**src/hw/rtl/pbin_pkg.sv**
```systemverilog
// Shared types, constants and functions of the polarization map binner.
// Holds the quarter-wave sine table and the saturating add used by the back end.
// No dependencies.
package pbin_pkg;

  localparam int NUM_PIXELS_DEF   = 65536;
  localparam int NUM_BANDS_DEF    = 4;
  localparam int SAMPLE_WIDTH_DEF = 24;
  localparam int ACC_WIDTH_DEF    = 48;

  localparam int ROM_DEPTH = 1024;
  localparam int ROM_AW    = $clog2(ROM_DEPTH);
  localparam longint unsigned HALF_PI_Q30 = 64'd1686629713;
  localparam int ONE_Q15   = 32767;
  localparam int HIT_WIDTH = 32;
  localparam int ACC_WIDE  = 66;

  typedef logic [15:0] rom_t [ROM_DEPTH];

  typedef struct packed {
    logic [ROM_AW-1:0] addr;
    logic              full;
    logic              neg;
  } trig_idx_t;

  typedef enum logic [1:0] {
    ST_CLEAR,
    ST_IDLE,
    ST_MUL,
    ST_WB
  } st_t;

  function automatic rom_t build_rom();
    rom_t               r;
    logic [63:0]        x;
    logic [63:0]        x2;
    logic [63:0]        term;
    logic [63:0]        v;
    logic signed [63:0] sum;
    for (int k = 0; k < ROM_DEPTH; k++) begin
      x    = (64'(k) * HALF_PI_Q30) >> 10;
      x2   = (x * x) >> 30;
      term = x;
      sum  = signed'(x);
      for (int n = 1; n <= 7; n++) begin
        term = ((term * x2) >> 30) / 64'((2 * n) * (2 * n + 1));
        if ((n & 1) != 0) begin
          sum = sum - signed'(term);
        end else begin
          sum = sum + signed'(term);
        end
      end
      if (sum < 0) begin
        sum = 0;
      end
      v = (64'(sum) * 64'(ONE_Q15) + 64'(1 << 29)) >> 30;
      if (v > 64'(ONE_Q15)) begin
        v = 64'(ONE_Q15);
      end
      r[k] = v[15:0];
    end
    return r;
  endfunction

  localparam rom_t SINE_ROM = build_rom();

  function automatic trig_idx_t trig_idx(input logic [15:0] ph);
    trig_idx_t         t;
    logic [ROM_AW-1:0] i;
    i      = ph[13:4];
    t.addr = ph[14] ? ROM_AW'(~i + ROM_AW'(1)) : i;
    t.full = ph[14] && (i == '0);
    t.neg  = ph[15];
    return t;
  endfunction

  function automatic logic signed [ACC_WIDE-1:0] sat_acc(
    input logic signed [ACC_WIDE-1:0] acc,
    input logic signed [ACC_WIDE-1:0] d,
    input int unsigned                aw
  );
    logic signed [ACC_WIDE-1:0] mx;
    logic signed [ACC_WIDE-1:0] mn;
    logic signed [ACC_WIDE-1:0] s;
    mx = (ACC_WIDE'(1) <<< (aw - 1)) - ACC_WIDE'(1);
    mn = -mx - ACC_WIDE'(1);
    s  = acc + d;
    if (s > mx) begin
      return mx;
    end
    if (s < mn) begin
      return mn;
    end
    return s;
  endfunction

endpackage

```
**src/hw/rtl/pbin_queue.sv**
```systemverilog
// Two-entry command queue between the front and back of the binner.
// Depends on pbin_pkg only through the common import.
module pbin_queue import pbin_pkg::*; #(
  parameter int W = 8
) (
  input  logic         clk,
  input  logic         rst,
  input  logic         push,
  input  logic [W-1:0] push_data,
  input  logic         pop,
  output logic [W-1:0] head,
  output logic         full,
  output logic         empty
);

  logic [W-1:0] slot [2];
  logic         wr_ptr;
  logic         rd_ptr;
  logic [1:0]   count;

  always_ff @(posedge clk) begin
    if (rst) begin
      wr_ptr <= 1'b0;
      rd_ptr <= 1'b0;
      count  <= 2'd0;
    end else begin
      if (push) begin
        wr_ptr <= !wr_ptr;
      end
      if (pop) begin
        rd_ptr <= !rd_ptr;
      end
      count <= count + 2'(push) - 2'(pop);
    end
  end

  always_ff @(posedge clk) begin
    if (push) begin
      slot[wr_ptr] <= push_data;
    end
  end

  assign head  = slot[rd_ptr];
  assign full  = (count == 2'd2);
  assign empty = (count == 2'd0);

endmodule

```
**config.mk**
```make
export PLATFORM = sky130hd
export DESIGN_NAME = pbin_queue
export DESIGN_NICKNAME = d
export VERILOG_FILES = /design/src/hw/rtl/pbin_pkg.sv /design/src/hw/rtl/pbin_queue.sv
export SDC_FILE = /design/constraint.sdc
export NUM_CORES = 1
export LEC_CHECK = 0
export ABC_AREA = 1
export BUFFER_PORTS_ARGS = -buffer_cell sky130_fd_sc_hd__clkbuf_2
export CORE_UTILIZATION = 53
export CTS_CLUSTER_SIZE = 24
export DETAILED_ROUTE_END_ITERATION = 8
export HOLD_SLACK_MARGIN = 0.12
export PLACE_DENSITY = 0.9
export SLEW_MARGIN = 25
export SYNTH_ARGS = -nofsm -noshare
export SYNTH_HDL_FRONTEND = slang
export SYNTH_SLANG_ARGS = --single-unit
```
**constraint.sdc**
```tcl
create_clock -name clk -period 1.8 [get_ports clk]
set_input_delay 0.18 -clock clk [delete_from_list [all_inputs] [get_ports clk]]
set_output_delay 0.18 -clock clk [all_outputs]
set_load 0.005 [all_outputs]
```
# [Word-level counts from Yosys, hierarchy flattened]
# Memories as Yosys holds them, arrays and structs flattened. A register that Yosys moved wholly into a read port is not among the register bits.
# Index checks and enable logic that the tools add are counted.
[op_classes] mux=4 reduce_logical=3 n_eq_ne=1 n_addsub=2
[ops] op="$mux W1" count=4
[ops] op="$add A2 B1 Y2" count=1
[ops] op="$eq A2 B2 Y1 const B" count=1
[ops] op="$logic_not A1 Y1" count=2
[ops] op="$logic_not A2 Y1" count=1
[ops] op="$sub A2 B1 Y2" count=1
[totals] ramBits=16 in_bits=12 register_bits=4 elab_cells=14 output_inout_bits=10 memories=1
[memory_table] memory="slot" words=2 width=8 rd=1 rd_clocked_by_memory_dff=1 wr=1 line_no="pbin_queue.sv:16" rtl="logic [W-1:0] slot [2];"

# [Depth between registers and ports, before layout]
[logic_depth] depth_word=3 ltp_mapped=7 ltp_nobuf=7

# [Worst setup path before layout]
# OpenSTA, ideal clock, no wires.
[synth_timing] path_kind="reg-to-reg" startpoint="register count[0]" endpoint="register count[1]" required_time_ps=1685 arrival_ps=975 setup_ps=115 n_path_buf=0 period_less_slack_ps=1090 path_stages_with_launch=7 setup_slack_ps=710 path_cell_list="dfxtp_1 -> inv_1 -> ha_1 -> inv_1 -> ha_1 -> a21oi_1 -> nor2_1"
[synth_between] elab_chain_len=2
[synth_rtl] item="start, declared" line_no="pbin_queue.sv:19" rtl="logic [1:0] count;"
[synth_rtl] item="start signal, assigned" line_no="pbin_queue.sv:33" rtl="count <= count + 2'(push) - 2'(pop);"
[synth_rtl] item="$add A2 B1 Y2" line_no="pbin_queue.sv:33"
[synth_rtl] item="$sub A2 B1 Y2" line_no="pbin_queue.sv:33"
# No other way between the ends.
# A chain may end at the register's enable or synchronous reset.

==> implementation parameters <==
Parameter                              Value

Status
  Status ... completed

Timing
  Final Max Tran Viols ... 0
  Total of endpoints with negative setup slack in the final report ... 0
  Time the final worst path needs with I/O delays and setup ... 1.56 ns
  Summed negative setup slack over all endpoints ... 0 ns
  Slew Limit Headroom ... 68.0%
  Worst Skew ... approximately 0.0028 ns
  Worst slew pin tran ... about 0.48 ns
  Final Cycle Share ... 86.6%
  Fmax ... about 640 MHz
  RSZ-0062 raised after global routing ... false
  Hold Vio Cnt, Final ... 0
  Fin worst setup slack ... roughly 0.24 ns

Global routing
  Number of antenna violations at the first check in global routing ... 0
  Aggregate global-route resource usage ... between 10% and 20%
  Wire length of the first global-routing pass ... 2110 um
  Via count of the first global-routing pass ... 510
  Largest net degree at the start of global routing ... 12
  Congestion Overflow GR ... 0

Setup path
  Worst EP arrival ... between 1 and 1.5 ns
  Crit path required time ... ~1.6 ns
  Kind of start point of the critical path ... flop
  CP endpoint kind ... output pin
  CP Class ... flop to output pin
  Max FO, Critical Path ... 8

Floorplanning
  I/O pin count ... 22
  Site Rows ... 13
  Area inside the core boundary ... approximately 1400 um2
  Die H ... between 40 and 50 um
  Starting Density ... between 60% and 70%
  Width of the die ... between 40 and 50 um
  Area enclosed by the die boundary ... 1740 um2

Run
  Max-capacitance violation count ... 0

Drt
  DRC violation count after routing ... 0
  Routed wire per std cell ... ~13 um
  Routed Antenna Nets ... 0
  Post-Route WL ... ~1300 um
  DR vias/cell ... about 5
  Starting DRT DRC Count ... 12
  Initial DRT Pass Iterations ... 4
  Total number of vias ... about 530

Place
  Final estimated routing congestion in global placement ... 0.644
  Number of port buffers ... 21
  HPWL after detailed placement ... 898 um
  Post-placement worst setup slack ... roughly 0.55 ns

Yosys
  Warnings, synthesis ... 0
  Leading cell type by number of instances after synthesis ... sky130_fd_sc_hd__edfxtp_1
  EDFF count, synth ... 16
  Proportion of register bits with asynchronous set or reset after synthesis ... 0%
  Synth Cell Area ... 836 um2
  Commonest cells in the netlist ... 16 x sky130_fd_sc_hd__edfxtp_1, 8 x sky130_fd_sc_hd__inv_1, 8 x sky130_fd_sc_hd__mux2_4, 8 x sky130_fd_sc_hd__nor2_1, 5 x sky130_fd_sc_hd__dfxtp_1
  Most used flip-flop cell after synthesis ... sky130_fd_sc_hd__edfxtp_1
  Gate count after technology mapping ... 56
  Number of synthesized register bits ... 21
  Number of library cell types mapped by synthesis ... 12
  Portion of the post-synthesis area used by sequential elements ... a little under 70%
  Syn_nets ... 70
  Average footprint of a synthesized cell ... about 15 um2
  Cell types occupying the most area after synthesis ... sky130_fd_sc_hd__edfxtp_1 57%, sky130_fd_sc_hd__mux2_4 14%, sky130_fd_sc_hd__dfxtp_1 12%
  Post-synthesis cell type with the largest combined area ... sky130_fd_sc_hd__edfxtp_1
  Fraction of synthesized cell area taken by the top area cell type ... between 50% and 60%

Pwr
  Post-layout power ... ~0.00095 W
  Power density over the cells ... between 800 and 900 nW/um2
  Share of power burned in registers ... approximately three fifths
  Maximum resistive drop on vdd ... around 0.0007 V
  Combinational group share of total power ... between 15 and 20%
  Internal power component ... ~0.00073 W
  Net switching fraction of the power ... roughly 23%
  Static leakage power ... slightly below 0.5 nW
  Net switching power ... 0.000216 W
  Clock network fraction of design power ... a little under a quarter

Layout
  Area taken by flip-flops and latches ... between 500 and 600 um2
  Layout Area Growth over Synthesis ... 28.3%
  Fill count ... slightly below 90
  Total inserted antenna cells ... 0
  # nets final ... 105
  Ratio of cells with drive above 1 in the final layout ... roughly 37%
  Area of the multi-input gates ... roughly 210 um2

Clocking
  CTS tree ... built
  Maximum number of buffers from clock root to sink ... 2
  Clock transition at the registers of the reported paths ... approximately 0.11 ns
  H-tree levels ... 1
  Sinks on Clock Net ... 21
  TritonCTS Buffers ... 3
  Root cell of the clock tree ... sky130_fd_sc_hd__clkbuf_4
  Post-CTS Repair Setup Buffers ... 0
  Clock latency on the worst-skew pair ... roughly 0.29 ns

Worst hold path
  Kind of path behind the tightest hold check ... primary input to flop
-- repair_timing --
| item | 4_1_cts | 5_1_grt |
|---|---|---|
| resized for setup | 0 | 0 |
| hold buffers | 9 | 0 |
| hold endpoints to repair | 20 | 0 |
-- routing by layer --
metal	part of all wire [%]	wire (um)	track usage, %	vias to the layer above
li1	-	-	-	257
met1	40	526	17.5	246
met2	56	735	30.3	20
met3	3.6	47	4.35	2
met4	0.38	5	5.81	0
met5	0	0	0	-
-- power by group through the flow --
| stage | clock network [W] | registers (W) | logic, W |
|---|---|---|---|
| floorplan | 0 | 0.000577 | 0.0000944 |
| global placement | 0 | 0.000587 | 0.000130 |
| detailed placement | 0 | 0.000589 | 0.000137 |
| CTS | 0.000215 | 0.000578 | 0.000153 |
| global route | 0.000238 | 0.000582 | 0.000172 |
| finish | 0.000215 | 0.000578 | 0.000156 |
-- critical path, stage by stage, from the launching register on --
cell                       delay, ns
sky130_fd_sc_hd__dfxtp_1        0.64
sky130_fd_sc_hd__mux2_4         0.35
sky130_fd_sc_hd__clkbuf_2       0.11
-- sequential cells by signal, summed over array words and instances (netlist names), named ones only --
register / flops
rd_ptr: 1
wr_ptr: 1
count: 2
slot: 16
-- worst paths after layout --
kind | start | to | slack, ns | depth (start not counted)
max | flop | head[0] | 0.24 | 2
min | push | wr_ptr$_SDFFE_PP0P_ | 0.18 | 3
max reg2reg | count[0]$_SDFF_PP0_ | count[1]$_SDFF_PP0_ | 0.61 | 7
min reg2reg | wr_ptr$_SDFFE_PP0P_ | wr_ptr$_SDFFE_PP0P_ | 0.54 | 2
-- through the flow --
step	util, %	area, um2	hold slack, ns	instances
floorplan	-	836	0.251	56
global placement	69.1	956	0.369	92
detailed placement	69.1	956	0.375	92
CTS	77.6	1070	0.183	105
global route	77.6	1070	0.175	105
finish	77.6	1070	0.183	105
-- cell type report --
class,instances,area share [%]
sequential,21,54.1
inverter,8,2.80
tap,15,1.75
multi-input combinational,26,20.0
clock buffer,4,2.45
timing repair buffer,31,18.9
-- cell families after synthesis --
logic type,synth area share (%)
buffers and inverters,4.94
AND/OR/NAND/NOR,6.59
multiplexers,14.4
AO/OA/AOI/OAI,0.598
adder cells (fa/ha/maj),2.99
flip-flops,69.5
XOR/XNOR,1.05
-- cell usage in the layout (no fill, tap or decap) --
cell type	instances
sky130_fd_sc_hd__clkbuf_2	21
sky130_fd_sc_hd__edfxtp_1	16
sky130_fd_sc_hd__dlygate4sd3_1	9
sky130_fd_sc_hd__inv_1	8
sky130_fd_sc_hd__mux2_4	8
sky130_fd_sc_hd__nor2_1	8
sky130_fd_sc_hd__dfxtp_1	5
sky130_fd_sc_hd__nand2_1	4
sky130_fd_sc_hd__clkbuf_4	3
sky130_fd_sc_hd__ha_1	2
sky130_fd_sc_hd__xnor2_1	1
sky130_fd_sc_hd__nor3_1	1
sky130_fd_sc_hd__a21oi_1	1
sky130_fd_sc_hd__nand3_1	1
sky130_fd_sc_hd__clkbuf_1	1
sky130_fd_sc_hd__buf_4	1
Note: power is estimated with default switching activity, not from simulation.
